## src/hw/rtl/ph_trimmed_mean_calibrator_assert.svh

```systemverilog
// ----------------------------------------------------------------------------
// Assertion macros for the pH calibrator
// Shared concurrent-check forms; the including module supplies clk and rst_n.
// ----------------------------------------------------------------------------
`ifndef PH_TRIMMED_MEAN_CALIBRATOR_ASSERT_SVH
`define PH_TRIMMED_MEAN_CALIBRATOR_ASSERT_SVH

// Same-cycle implication.
`define PTM_ASSERT(lbl, ante, cons, msg) \
  lbl: assert property (@(posedge clk) disable iff (!rst_n) (ante) |-> (cons)) \
    else $error(msg);

// Next-cycle implication.
`define PTM_ASSERT_NEXT(lbl, ante, cons, msg) \
  lbl: assert property (@(posedge clk) disable iff (!rst_n) (ante) |=> (cons)) \
    else $error(msg);

`endif

```

## src/hw/rtl/ptm_pkg.sv

```systemverilog
// ----------------------------------------------------------------------------
// ptm_pkg
// Types, constants and command/status bundles of the trimmed-mean pH
// calibrator.
// ----------------------------------------------------------------------------
`default_nettype none

package ptm_pkg;

  localparam int ADC_BITS_DEF = 15;

  localparam int CODE_W   = 15;
  localparam int SAMPLE_W = 16;
  localparam int VREF_W   = 13;
  localparam int FS_W     = 16;
  localparam int UV_W     = 23;
  localparam int PH_W     = 18;
  localparam int STAT_W   = 2;
  localparam int CFG_IDX_W = 3;
  localparam int CFG_DATA_W = 23;

  // Shared divider: 38-bit dividend, 24-bit divisor, one quotient bit a cycle
  localparam int DIV_W  = 38;
  localparam int DSR_W  = 24;
  localparam int DCNT_W = 6;

  localparam logic [VREF_W-1:0] VREF_RST = 13'd4096;
  localparam logic [FS_W-1:0]   FS_RST   = 16'd32767;

  localparam logic [UV_W-1:0]   UV_MAX    = 23'd8000000;
  localparam logic [9:0]        MV_TO_UV  = 10'd1000;
  localparam logic [11:0]       RISE_LO   = 12'd2860;
  localparam logic [11:0]       RISE_HI   = 12'd2140;
  localparam logic signed [39:0] BASE_LO  = 40'sd4000;
  localparam logic signed [39:0] BASE_HI  = 40'sd6860;
  localparam logic signed [39:0] PH_LIMIT = 40'sd100000;

  typedef enum logic [CFG_IDX_W-1:0] {
    REG_VREF   = 3'd0,
    REG_FS     = 3'd1,
    REG_CAL4   = 3'd2,
    REG_CAL686 = 3'd3,
    REG_CAL9   = 3'd4
  } reg_idx_t;

  typedef enum logic [STAT_W-1:0] {
    STAT_OK    = 2'd0,
    STAT_UNCAL = 2'd1,
    STAT_DEGEN = 2'd2
  } ph_stat_t;

  typedef enum logic [3:0] {
    ST_FILL,
    ST_MEAN,
    ST_MUL_V,
    ST_MUL_K,
    ST_VDIV_GO,
    ST_VDIV_WAIT,
    ST_SAT,
    ST_SEG,
    ST_MUL_R,
    ST_PDIV_GO,
    ST_PDIV_WAIT,
    ST_PH,
    ST_OUT
  } state_t;

  typedef struct packed {
    logic accept_en;
    logic calc_mean;
    logic mul_volt;
    logic mul_scale;
    logic div_start;
    logic div_sel_ph;
    logic sat_volt;
    logic seg_eval;
    logic mul_rise;
    logic ph_calc;
    logic out_load;
  } cmd_t;

  typedef struct packed {
    logic group_done;
    logic div_done;
    logic seg_ok;
    logic out_free;
  } sts_t;

endpackage : ptm_pkg

`default_nettype wire

```

## src/hw/rtl/ptm_div.sv

```systemverilog
// ----------------------------------------------------------------------------
// ptm_div
// Unsigned restoring divider, one quotient bit per cycle.
// ----------------------------------------------------------------------------
`default_nettype none

module ptm_div
  import ptm_pkg::*;
(
  input  wire logic             clk,
  input  wire logic             rst_n,
  input  wire logic             start,
  input  wire logic [DIV_W-1:0] dividend,
  input  wire logic [DSR_W-1:0] divisor,
  output logic                  busy,
  output logic                  done,
  output logic [DIV_W-1:0]      quotient
);

  logic              busy_r;
  logic              done_r;
  logic [DCNT_W-1:0] cnt_r;
  logic [DIV_W-1:0]  dvd_r;
  logic [DSR_W-1:0]  dsr_r;
  logic [DSR_W-1:0]  rem_r;
  logic [DSR_W:0]    trial;
  logic              fits;

  assign trial = {rem_r, dvd_r[DIV_W-1]};
  assign fits  = (trial >= {1'b0, dsr_r});

  always_ff @(posedge clk) begin
    if (!rst_n) begin
      busy_r <= 1'b0;
      done_r <= 1'b0;
      cnt_r  <= '0;
    end else begin
      done_r <= 1'b0;
      if (start) begin
        busy_r <= 1'b1;
        cnt_r  <= '0;
      end else if (busy_r) begin
        cnt_r <= cnt_r + 1'b1;
        if (cnt_r == DCNT_W'(DIV_W - 1)) begin
          busy_r <= 1'b0;
          done_r <= 1'b1;
        end
      end
    end
  end

  // Shift the dividend out the top and the quotient bits in at the bottom.
  always_ff @(posedge clk) begin
    if (start) begin
      dvd_r <= dividend;
      dsr_r <= divisor;
      rem_r <= '0;
    end else if (busy_r) begin
      rem_r <= fits ? DSR_W'(trial - {1'b0, dsr_r}) : trial[DSR_W-1:0];
      dvd_r <= {dvd_r[DIV_W-2:0], fits};
    end
  end

  assign busy     = busy_r;
  assign done     = done_r;
  assign quotient = dvd_r;

endmodule : ptm_div

`default_nettype wire

```

## src/hw/rtl/ptm_datapath.sv

```systemverilog
// ----------------------------------------------------------------------------
// ptm_datapath
// Config registers, sample window, trimmed mean, voltage scaling, segment
// mapping, pH calculation, the shared divider and the output register.
// ----------------------------------------------------------------------------
`default_nettype none
`include "ph_trimmed_mean_calibrator_assert.svh"

module ptm_datapath
  import ptm_pkg::*;
#(
  parameter int ADC_BITS = ADC_BITS_DEF
)
(
  input  wire logic                   clk,
  input  wire logic                   rst_n,
  input  wire cmd_t                   cmd,
  output sts_t                        sts,
  input  wire logic                   cfg_valid,
  input  wire logic [CFG_IDX_W-1:0]   cfg_index,
  input  wire logic [CFG_DATA_W-1:0]  cfg_data,
  input  wire logic                   in_valid,
  input  wire logic signed [SAMPLE_W-1:0] in_sample,
  output logic                        out_valid,
  input  wire logic                   out_stall,
  output logic [CODE_W-1:0]           out_mean_code,
  output logic [UV_W-1:0]             out_voltage_uv,
  output logic signed [PH_W-1:0]      out_ph_milli,
  output logic [STAT_W-1:0]           out_status
);

  localparam logic [CODE_W-1:0] CODE_TOP =
    (ADC_BITS >= CODE_W) ? {CODE_W{1'b1}} : CODE_W'((1 << ADC_BITS) - 1);

  // configuration
  logic [VREF_W-1:0] vref_r;
  logic [FS_W-1:0]   fs_r;
  logic [UV_W-1:0]   cal4_r;
  logic [UV_W-1:0]   cal686_r;
  logic [UV_W-1:0]   cal9_r;

  // window
  logic [CODE_W-1:0] win_r [4];
  logic [1:0]        fill_r;
  logic              take;
  logic [CODE_W-1:0] code_in;

  // mean
  logic [CODE_W-1:0] mx01, mn01, mx23, mn23, mx_all, mn_all;
  logic [CODE_W+1:0] sum_all;
  logic [CODE_W+1:0] mid_sum;
  logic [CODE_W-1:0] mean_r;

  // arithmetic
  logic [DIV_W-1:0]  prod_r;
  logic [27:0]       mv_prod;
  logic [UV_W-1:0]   uv_r;
  logic [FS_W-1:0]   fs_eff;

  // segment
  logic              uncal;
  logic              lower;
  logic [UV_W-1:0]   seg_lo, seg_hi;
  logic signed [UV_W:0] diff, span;
  logic [UV_W:0]     diff_abs, span_abs;
  ph_stat_t          seg_stat;
  ph_stat_t          stat_r;
  logic              lower_r;
  logic              neg_r;
  logic [UV_W-1:0]   mag_r;
  logic [UV_W-1:0]   span_r;
  logic [11:0]       rise;

  // pH
  logic signed [39:0] q_ext, q_signed, ph_sum;
  logic signed [PH_W-1:0] ph_sat;
  logic signed [PH_W-1:0] ph_r;

  // divider
  logic              div_busy, div_done;
  logic [DIV_W-1:0]  div_quot;
  logic [DIV_W-1:0]  div_dvd;
  logic [DSR_W-1:0]  div_dsr;

  // output
  logic              out_valid_r;
  logic [CODE_W-1:0] out_mean_r;
  logic [UV_W-1:0]   out_uv_r;
  logic signed [PH_W-1:0] out_ph_r;
  logic [STAT_W-1:0] out_stat_r;

  // ---------------- configuration ----------------
  always_ff @(posedge clk) begin
    if (!rst_n) begin
      vref_r   <= VREF_RST;
      fs_r     <= FS_RST;
      cal4_r   <= '0;
      cal686_r <= '0;
      cal9_r   <= '0;
    end else if (cfg_valid) begin
      unique case (cfg_index)
        REG_VREF:   vref_r   <= cfg_data[VREF_W-1:0];
        REG_FS:     fs_r     <= cfg_data[FS_W-1:0];
        REG_CAL4:   cal4_r   <= cfg_data;
        REG_CAL686: cal686_r <= cfg_data;
        REG_CAL9:   cal9_r   <= cfg_data;
        default: ;
      endcase
    end
  end

  // ---------------- window ----------------
  assign take = cmd.accept_en && in_valid;

  always_comb begin
    if (in_sample[SAMPLE_W-1]) begin
      code_in = '0;
    end else if (in_sample[CODE_W-1:0] > CODE_TOP) begin
      code_in = CODE_TOP;
    end else begin
      code_in = in_sample[CODE_W-1:0];
    end
  end

  always_ff @(posedge clk) begin
    if (!rst_n) begin
      fill_r <= '0;
    end else if (take) begin
      fill_r <= fill_r + 1'b1;
    end
  end

  always_ff @(posedge clk) begin
    if (take) begin
      win_r[fill_r] <= code_in;
    end
  end

  // Middle two of four: total minus largest minus smallest.
  assign mx01    = (win_r[0] > win_r[1]) ? win_r[0] : win_r[1];
  assign mn01    = (win_r[0] > win_r[1]) ? win_r[1] : win_r[0];
  assign mx23    = (win_r[2] > win_r[3]) ? win_r[2] : win_r[3];
  assign mn23    = (win_r[2] > win_r[3]) ? win_r[3] : win_r[2];
  assign mx_all  = (mx01 > mx23) ? mx01 : mx23;
  assign mn_all  = (mn01 < mn23) ? mn01 : mn23;
  assign sum_all = {2'b0, win_r[0]} + {2'b0, win_r[1]} + {2'b0, win_r[2]}
                 + {2'b0, win_r[3]};
  assign mid_sum = sum_all - {2'b0, mx_all} - {2'b0, mn_all};

  // ---------------- voltage ----------------
  assign mv_prod = {13'b0, mean_r} * {15'b0, vref_r};
  assign fs_eff  = (fs_r == '0) ? FS_W'(1) : fs_r;

  // ---------------- segment ----------------
  assign uncal  = (cal4_r == '0) || (cal686_r == '0) || (cal9_r == '0);
  assign lower  = (uv_r < cal686_r);
  assign seg_lo = lower ? cal4_r : cal686_r;
  assign seg_hi = lower ? cal686_r : cal9_r;
  assign diff   = $signed({1'b0, uv_r}) - $signed({1'b0, seg_lo});
  assign span   = $signed({1'b0, seg_hi}) - $signed({1'b0, seg_lo});
  assign diff_abs = diff[UV_W] ? (UV_W+1)'(-diff) : diff;
  assign span_abs = span[UV_W] ? (UV_W+1)'(-span) : span;

  always_comb begin
    if (uncal) begin
      seg_stat = STAT_UNCAL;
    end else if (span == '0) begin
      seg_stat = STAT_DEGEN;
    end else begin
      seg_stat = STAT_OK;
    end
  end

  assign rise = lower_r ? RISE_LO : RISE_HI;

  // ---------------- pH ----------------
  assign q_ext    = {2'b0, div_quot};
  assign q_signed = neg_r ? -q_ext : q_ext;
  assign ph_sum   = (lower_r ? BASE_LO : BASE_HI) + q_signed;

  always_comb begin
    if (ph_sum > PH_LIMIT) begin
      ph_sat = PH_W'(PH_LIMIT);
    end else if (ph_sum < -PH_LIMIT) begin
      ph_sat = PH_W'(-PH_LIMIT);
    end else begin
      ph_sat = ph_sum[PH_W-1:0];
    end
  end

  // ---------------- shared divider ----------------
  assign div_dvd = cmd.div_sel_ph ? prod_r : prod_r;
  assign div_dsr = cmd.div_sel_ph ? {1'b0, span_r} : {{(DSR_W-FS_W){1'b0}}, fs_eff};

  ptm_div u_div (
    .clk      (clk),
    .rst_n    (rst_n),
    .start    (cmd.div_start),
    .dividend (div_dvd),
    .divisor  (div_dsr),
    .busy     (div_busy),
    .done     (div_done),
    .quotient (div_quot)
  );

  // ---------------- working registers ----------------
  always_ff @(posedge clk) begin
    if (cmd.calc_mean) begin
      mean_r <= mid_sum[CODE_W:1];
    end
    if (cmd.mul_volt) begin
      prod_r <= {10'b0, mv_prod};
    end else if (cmd.mul_scale) begin
      prod_r <= {10'b0, prod_r[27:0]} * {28'b0, MV_TO_UV};
    end else if (cmd.mul_rise) begin
      prod_r <= {15'b0, mag_r} * {26'b0, rise};
    end
    if (cmd.sat_volt) begin
      uv_r <= (div_quot > {15'b0, UV_MAX}) ? UV_MAX : div_quot[UV_W-1:0];
    end
    if (cmd.seg_eval) begin
      stat_r  <= seg_stat;
      lower_r <= lower;
      neg_r   <= diff[UV_W] ^ span[UV_W];
      mag_r   <= diff_abs[UV_W-1:0];
      span_r  <= span_abs[UV_W-1:0];
    end
    if (cmd.ph_calc) begin
      ph_r <= ph_sat;
    end
  end

  // ---------------- output register ----------------
  always_ff @(posedge clk) begin
    if (!rst_n) begin
      out_valid_r <= 1'b0;
    end else if (cmd.out_load) begin
      out_valid_r <= 1'b1;
    end else if (!out_stall) begin
      out_valid_r <= 1'b0;
    end
  end

  always_ff @(posedge clk) begin
    if (cmd.out_load) begin
      out_mean_r <= mean_r;
      out_uv_r   <= uv_r;
      out_ph_r   <= (stat_r == STAT_OK) ? ph_r : '0;
      out_stat_r <= stat_r;
    end
  end

  assign out_valid      = out_valid_r;
  assign out_mean_code  = out_mean_r;
  assign out_voltage_uv = out_uv_r;
  assign out_ph_milli   = out_ph_r;
  assign out_status     = out_stat_r;

  assign sts.group_done = take && (fill_r == 2'd3);
  assign sts.div_done   = div_done;
  assign sts.seg_ok     = (seg_stat == STAT_OK);
  assign sts.out_free   = !out_valid_r || !out_stall;

  `PTM_ASSERT(a_div_idle, cmd.div_start, !div_busy, "divider restarted while busy")
  `PTM_ASSERT(a_out_free, cmd.out_load, !out_valid_r || !out_stall, "result overwritten")
  `PTM_ASSERT_NEXT(a_uv_sat, cmd.sat_volt, uv_r <= UV_MAX, "voltage above saturation")
  `PTM_ASSERT_NEXT(a_ph_sat, cmd.ph_calc,
    (ph_r <= PH_W'(PH_LIMIT)) && (ph_r >= PH_W'(-PH_LIMIT)), "pH outside limit")

endmodule : ptm_datapath

`default_nettype wire

```

## src/hw/rtl/ptm_ctrl.sv

```systemverilog
// ----------------------------------------------------------------------------
// ptm_ctrl
// Sequencer: gathers a group, then steps the datapath through mean, voltage
// division, segment selection, pH division (skipped unless the segment is valid) and result hand-off.
// ----------------------------------------------------------------------------
`default_nettype none

module ptm_ctrl
  import ptm_pkg::*;
(
  input  wire logic clk,
  input  wire logic rst_n,
  input  wire sts_t sts,
  output cmd_t      cmd
);

  state_t state_r;
  state_t state_nxt;

  always_ff @(posedge clk) begin
    if (!rst_n) begin
      state_r <= ST_FILL;
    end else begin
      state_r <= state_nxt;
    end
  end

  always_comb begin
    state_nxt = state_r;
    cmd       = '0;
    unique case (state_r)
      ST_FILL: begin
        cmd.accept_en = 1'b1;
        if (sts.group_done) begin
          state_nxt = ST_MEAN;
        end
      end
      ST_MEAN: begin
        cmd.calc_mean = 1'b1;
        state_nxt     = ST_MUL_V;
      end
      ST_MUL_V: begin
        cmd.mul_volt = 1'b1;
        state_nxt    = ST_MUL_K;
      end
      ST_MUL_K: begin
        cmd.mul_scale = 1'b1;
        state_nxt     = ST_VDIV_GO;
      end
      ST_VDIV_GO: begin
        cmd.div_start = 1'b1;
        state_nxt     = ST_VDIV_WAIT;
      end
      ST_VDIV_WAIT: begin
        if (sts.div_done) begin
          state_nxt = ST_SAT;
        end
      end
      ST_SAT: begin
        cmd.sat_volt = 1'b1;
        state_nxt    = ST_SEG;
      end
      ST_SEG: begin
        cmd.seg_eval = 1'b1;
        // skip the pH division when uncalibrated or the span is zero
        state_nxt    = sts.seg_ok ? ST_MUL_R : ST_OUT;
      end
      ST_MUL_R: begin
        cmd.mul_rise = 1'b1;
        state_nxt    = ST_PDIV_GO;
      end
      ST_PDIV_GO: begin
        cmd.div_start  = 1'b1;
        cmd.div_sel_ph = 1'b1;
        state_nxt      = ST_PDIV_WAIT;
      end
      ST_PDIV_WAIT: begin
        cmd.div_sel_ph = 1'b1;
        if (sts.div_done) begin
          state_nxt = ST_PH;
        end
      end
      ST_PH: begin
        cmd.ph_calc = 1'b1;
        state_nxt   = ST_OUT;
      end
      ST_OUT: begin
        // hold until the output register is free
        if (sts.out_free) begin
          cmd.out_load = 1'b1;
          state_nxt    = ST_FILL;
        end
      end
      default: begin
        state_nxt = ST_FILL;
      end
    endcase
  end

endmodule : ptm_ctrl

`default_nettype wire

```

## src/hw/rtl/ph_trimmed_mean_calibrator.sv

```systemverilog
// ----------------------------------------------------------------------------
// ph_trimmed_mean_calibrator
// Usage: converter codes enter on in_sample (in_valid/in_stall), one transfer
//   each. Every fourth transfer closes a group: the middle two of the four
//   clamped codes are averaged, scaled to microvolts and mapped to pH x1000
//   on the 4..6.86 or 6.86..9 calibration line.
// Result: one transfer on out_* (out_valid/out_stall) per group, carrying
//   mean_code, voltage_uv, ph_milli and status.
// Processing: after the fourth sample the shared serial divider runs twice
//   (once when the pH step is skipped) before the result is loaded. In_stall
//   stays high from the fourth sample until the result is loaded, so no new
//   sample is taken while a group is being worked out.
// Stall: the result sits in an output register; the next group is gathered
//   while it waits, and only the next result load waits for it to drain.
// Config: cfg_valid/cfg_ready with cfg_index/cfg_data, always ready; write
//   only while idle. Indexes above four are ignored.
// Reset: rst_n (synchronous, low) empties the group, drops out_valid and
//   restores vref 4096 mV, full scale 32767 and cleared calibration points.
// ----------------------------------------------------------------------------
`default_nettype none

module ph_trimmed_mean_calibrator
  import ptm_pkg::*;
#(
  parameter int ADC_BITS = ADC_BITS_DEF
)
(
  input  wire logic                       clk,
  input  wire logic                       rst_n,
  input  wire logic                       cfg_valid,
  output logic                            cfg_ready,
  input  wire logic [CFG_IDX_W-1:0]       cfg_index,
  input  wire logic [CFG_DATA_W-1:0]      cfg_data,
  input  wire logic                       in_valid,
  output logic                            in_stall,
  input  wire logic signed [SAMPLE_W-1:0] in_sample,
  output logic                            out_valid,
  input  wire logic                       out_stall,
  output logic [CODE_W-1:0]               out_mean_code,
  output logic [UV_W-1:0]                 out_voltage_uv,
  output logic signed [PH_W-1:0]          out_ph_milli,
  output logic [STAT_W-1:0]               out_status
);

  cmd_t cmd;
  sts_t sts;

  assign cfg_ready = 1'b1;
  assign in_stall  = !cmd.accept_en;

  ptm_ctrl u_ctrl (
    .clk   (clk),
    .rst_n (rst_n),
    .sts   (sts),
    .cmd   (cmd)
  );

  ptm_datapath #(
    .ADC_BITS (ADC_BITS)
  ) u_dp (
    .clk            (clk),
    .rst_n          (rst_n),
    .cmd            (cmd),
    .sts            (sts),
    .cfg_valid      (cfg_valid),
    .cfg_index      (cfg_index),
    .cfg_data       (cfg_data),
    .in_valid       (in_valid),
    .in_sample      (in_sample),
    .out_valid      (out_valid),
    .out_stall      (out_stall),
    .out_mean_code  (out_mean_code),
    .out_voltage_uv (out_voltage_uv),
    .out_ph_milli   (out_ph_milli),
    .out_status     (out_status)
  );

endmodule : ph_trimmed_mean_calibrator

`default_nettype wire

```

## config.mk

```make
export PLATFORM = sky130hd
export DESIGN_NAME = ph_trimmed_mean_calibrator
export DESIGN_NICKNAME = d
export VERILOG_FILES = /design/src/hw/rtl/ptm_pkg.sv /design/src/hw/rtl/ptm_div.sv /design/src/hw/rtl/ptm_datapath.sv /design/src/hw/rtl/ptm_ctrl.sv /design/src/hw/rtl/ph_trimmed_mean_calibrator.sv
export VERILOG_INCLUDE_DIRS = /design/src /design/src/hw/rtl
export SDC_FILE = /design/constraint.sdc
export NUM_CORES = 2
export LEC_CHECK = 0
export ABC_AREA = 0
export BUFFER_PORTS_ARGS = -buffer_cell sky130_fd_sc_hd__buf_2
export CAP_MARGIN = 40
export CORE_ASPECT_RATIO = 1.1
export CORE_MARGIN = 2
export CORE_UTILIZATION = 50
export CTS_BUF_LIST = sky130_fd_sc_hd__clkbuf_16
export DETAILED_ROUTE_END_ITERATION = 16
export GPL_TIMING_DRIVEN = 0
export PLACE_DENSITY = 0.67
export SYNTH_ARGS = -nofsm -noshare
export SYNTH_HDL_FRONTEND = slang
export SYNTH_SLANG_ARGS = --single-unit
```

## constraint.sdc

```tcl
create_clock -name clk -period 16 [get_ports clk]
set_clock_uncertainty 0.05 [all_clocks]
set_input_delay 1.6 -clock clk [delete_from_list [all_inputs] [get_ports clk]]
set_output_delay 1.6 -clock clk [all_outputs]
set_load 0.02 [all_outputs]
```

# After elaboration in Yosys (flattened, before gate mapping)
# Memory sizes are Yosys's and may differ from the RTL's.
# Cells that the tools add are included.
# op_classes
multipliers	3
n_bitwise	3
add_sub_neg	14
eq_ne	23
reduce_logical	31
order_cmp	10
mux	52
# op_table
op	n
$mux W38	4
$mux W15	8
$mux W23	4
$logic_not A23 Y1	3
$pmux W4 S13	1
$sub A23 B23 Y24	2
$neg A23 Y23	2
$gt A15 B15 Y1	3
$add A40 B40 Y40	1
$gt A40 B18 Y1 const B	1
$lt A40 B18 Y1 const B	1
$mux W40	1
$neg A38 Y40	1
$gt A38 B23 Y1 const B	1
$mul A23 B12 Y35	1
$mul A28 B7 Y35 const B	1
$add A16 B15 Y16	2
$mux W16	2
$sub A16 B15 Y16	2
$mul A15 B13 Y28	1
$mux W28	1
$ge A25 B24 Y1	1
$logic_not A24 Y1	1
$mux W24	1
other kinds (40)	90
# totals
memories	1
ff_bits	401
inputBits	47
mem_bits_rw	60
out_inout_bits	61
elab_cells	167
# mem_list
memory	words	word_bits	rd	rd_ports_with_merged_regs	write_ports	line	source
u_dp.win_r	4	15	4	0	1	ptm_datapath.sv:43	logic [CODE_W-1:0] win_r [4];

# Depth between registers and ports, before layout
# depth
word_depth	9
depth_mapped	47
depth_no_buf	45

# Hierarchy
# Synthesis repeated with hierarchy kept, for this count alone.
# hier_totals
hier_cells	4765
area_unflattened_um2	45811.4
# modules_own_cells
module	cells_per_inst	n_inst	seq_area_each_um2	area_each_um2
ptm_datapath	4233	1	9789.4	40287.4
ptm_div	476	1	2502.4	5124.9
ptm_ctrl	53	1	80.1	384.1
ph_trimmed_mean_calibrator	3	1	0.0	15.0

# Worst setup path after synthesis
# Ideal clock, no wire load.
# synth_path
path_type	flip-flop to flip-flop
start	mem u_dp.win_r[1][1]
end	reg u_dp.mean_r[14] (data pin)
setup_slack_ps	6803
required_ps	15691
setup_time_ps	259
t_arrival_ps	8889
synth_period_minus_slack_ps	9197
n_path_buf	2
stages_incl_launch_ff	46
path_cell_list	edfxtp_1 > inv_1 > ha_1 > nor2b_1 > o21a_1 > o21a_1 > o21a_1 > o211ai_1 > a21oi_1 > o21ai_1 > clkbuf_1 > nor2_1 > a21oi_1 > inv_1 > ha_1 > a21o_1 > a21o_1 > a21o_1 > [10 not listed] > fa_1 > inv_1 > fa_1 > fa_1 > inv_1 > ha_1 > nor2b_1 > o21ai_0 > a21boi_0 > o21ai_0 > a21boi_0 > o21ai_0 > a21boi_0 > o21ai_0 > a21oi_1 > o21ai_0 > mux2i_1 > nor2_1
# synth_lines
item	line	source
start, declared	ptm_datapath.sv:43	
end signal, assigned	ptm_datapath.sv:209	mean_r <= mid_sum[CODE_W:1];
end, declared	ptm_datapath.sv:52	logic [CODE_W-1:0] mean_r;

==> results.sh <==
export IMPL_outcome="completed"
export IMPL_cp_max_fo=10
export IMPL_synth_edff_count=313
export IMPL_drt_iter0_markers=2842
export IMPL_async_flop_share_pct=0
export IMPL_antenna_left=0
export IMPL_io_pins=108
export IMPL_root_buffer="clkbuf_16"
export IMPL_holdCritPathClass="register to register"
export IMPL_viasPerCell=5.732
export IMPL_clockBufferDepth=3
export IMPL_yosys_area_share_adder_pct=30.37
export IMPL_relSlewSlack_pct=33.50
export IMPL_path_buf_inv=6
export IMPL_reg2reg_slack_ns=4.47
export IMPL_synthFlopType="edfxtp_1"
export IMPL_crit_slowest_cell="clkbuf_1"
export IMPL_cp_startpoint="u_dp.win_r[3][1]"
export IMPL_r2r_start="u_dp.win_r[3][1]"
export IMPL_final_common_cell="inv_1"
export IMPL_synthesis_area_um2=45680
export IMPL_fill_cells=8154
export IMPL_core_um2=90710
export IMPL_cap_violations=0
export IMPL_crit_required_ns=16.29
export IMPL_start_util_pct=50.36
export IMPL_drt_first_pass_iters=6
export IMPL_die_w_um=292.2
export IMPL_die_area_um2=93800
export IMPL_final_hold_viol_count=0
export IMPL_grt_pass1_vias=35060
export IMPL_critical_path_top_delay_family="compound AO/OA/AOI/OAI gates"
export IMPL_grt_max_degree=38
export IMPL_max_freq_mhz=86.70
export IMPL_antenna_found_initial=4
export IMPL_setup_slack_ns=4.465
export IMPL_cts_clk_slew_worst_paths_ns=0.06
export IMPL_wire_per_inst_um=20.59
export IMPL_nets=5871
export IMPL_die_y_um=321.0
export IMPL_holdBufCountCts=0
export IMPL_slew_viol_final=0
export IMPL_final_min_period_over_clock_period_pct=72.09
export IMPL_cts_tree="done"
export IMPL_grt_pass1_wl_um=199100
export IMPL_cts_num_sinks=460
export IMPL_cts_resized_gates=0
export IMPL_arrival_ns=11.83
export IMPL_setup_viol=0
export IMPL_synth_xor_area_share_pct=4.563
export IMPL_rsz0062_at_grt="false"
export IMPL_synthCells=4760
export IMPL_rr_endpoint="u_dp.mean_r[14]"
export IMPL_num_rows=116
export IMPL_seq_area_frac_synth_pct=27.02
export IMPL_synth_area_leaders="edfxtp_1, fa_1, ha_1, dfxtp_1, inv_1"
export IMPL_synth_compound_area_share_pct=13.19
export IMPL_cp_depth=47
export IMPL_synth_top_area_share_pct=20.58
export IMPL_layout_min_cycle_time_ns=11.53
export IMPL_drc=0
export IMPL_place_hpwl_um=102800
export IMPL_area_delta_synth_final_pct=9.244
export IMPL_cts_buffers=53
export IMPL_setup_tns_ns=0
export IMPL_grt_ovfl_total=0
export IMPL_cpMostUsedCell="o21ai_0"
export IMPL_place_congestion=0.9417
export IMPL_yosys_area_share_simple_pct=14.75
export IMPL_clock_latency_ns=0.64
export IMPL_critPathLaunchType="register"
export IMPL_routed_wirelength_um=127400
export IMPL_critical_path_class="register to register"
export IMPL_synth_top_family_by_area="adder cells"
export IMPL_final_layout_size_suffix_gt1_share_pct=7.534
export IMPL_io_buffer_count=105
export IMPL_htree_levels=2
export IMPL_worstMarginPinSlew_ns=0.9928
export IMPL_grt_usage_pct=27.13
export IMPL_place_ws_ns=4.642
export IMPL_endpoint_kind="register"
export IMPL_crit_end="u_dp.mean_r[14]"
export IMPL_synth_area_per_cell_um2=9.597
export IMPL_synth_distinct_cells=87
export IMPL_ys_seq_elements=460
export IMPL_cpPeakStageDelay_ns=0.61
export IMPL_muxShareOfSynthArea_pct=3.974
export IMPL_vias=35470
export IMPL_most_common_layout_cells="inv_1, nand2_1, ha_1"
export IMPL_r2r_cells=47
export IMPL_cts_setup_buffers=0
export IMPL_synth_top_area_cell="edfxtp_1"
export IMPL_ys_warn_count=0
kinds of logic (layout without fill, tap and decap cells):
logic type / after synthesis / count (layout)
and+or+nand+nor: 1383 / 1383
AOI/OAI and AO/OA: 908 / 908
adders and majority gates: 864 / 864
buffers and inverters: 736 / 960
DFF: 460 / 460
xor gates and xnor gates: 238 / 238
muxes: 169 / 169
other: 2 / 25
synth_stat cells (all sizes together), types with 20 or more instances:
cell type / number
a211oi: 49
a21boi: 94
a21o: 90
a21oi: 235
a31oi: 38
and2: 146
and3: 20
clkbuf: 178
dfxtp: 147
edfxtp: 313
fa: 408
ha: 456
inv: 544
mux2: 99
mux2i: 70
nand2: 528
nand2b: 60
nand3: 72
nand4: 37
nor2: 231
nor2b: 58
nor3: 72
nor4: 43
o211ai: 21
o21a: 31
o21ai: 167
or3: 30
xnor2: 143
xor2: 95
worst reg2reg max path: cells and delay by family (launching register included):
family	cells	cell delay, ns
AOI/OAI and AO/OA	23	4.53
adders and majority gates	6	2.44
buffers and inverters	6	1.44
DFF	1	0.39
muxes	2	0.62
and+or+nand+nor	10	1.83
through the flow:
step | cells | hold slack [ns] | util, % | area (µm²)
2_1_floorplan | 4780 | 0.3712 | - | 45760
3_3_place_gp | 6065 | 0.3860 | 52.65 | 47760
3_5_place_dp | 6085 | 0.3867 | 53.00 | 48080
4_1_cts | 6184 | 0.4021 | 55.01 | 49900
5_1_grt | 6186 | 0.4229 | 55.01 | 49900
6_report | 6187 | 0.4016 | 55.01 | 49900
flip-flops by register name, summed over array words and instances (netlist names), 24 cells and up:
| signal | count |
|---|---|
| u_dp.win_r | 60 |
| u_dp.div_dvd | 38 |
| u_dp.u_div.quotient | 38 |
| u_dp.u_div.rem_r | 24 |
layout make-up:
class,instances,area [µm²],area share (%)
Clock buffer,55,1376,2.758
Timing Repair Buffer,125,802.0,1.607
Buffer,192,755.7,1.514
Sequential cell,460,12340,24.73
Multi-Input combinational cell,3584,30660,61.44
Inverter,544,2042,4.092
Clock inverter,44,442.9,0.8876
Antenna cell,3,7.507,0.01504
Tap cell,1180,1476,2.959
routing by layer:
layer / track usage (%) / up-vias / part of all wire [%]
li1: - / 16780 / -
met1: 36.11 / 17360 / 43
met2: 46.33 / 1082 / 48
met3: 2.564 / 243 / 5.2
met4: 9.473 / 2 / 3.5
met5: 0 / - / 0.010
how the worst min path moves through the flow:
stage | startpoint | endpoint | slack (ns) | cells after the start
after global routing | u_dp.stat_r[0] | u_dp.out_status[0] | 0.42 | 0
final | u_dp.stat_r[0] | u_dp.out_status[0] | 0.40 | 0
after global placement | u_dp.stat_r[0] | u_dp.out_status[0] | 0.39 | 0
after detailed placement | u_dp.stat_r[1] | u_dp.out_status[1] | 0.39 | 0
after CTS | u_dp.stat_r[0] | u_dp.out_status[0] | 0.40 | 0
after floorplan | u_dp.div_dvd[35] | u_dp.div_dvd[35] | 0.37 | 2
Power is not shown: default switching activity piles up to over one toggle a cycle in this logic, so the estimate is an artifact.
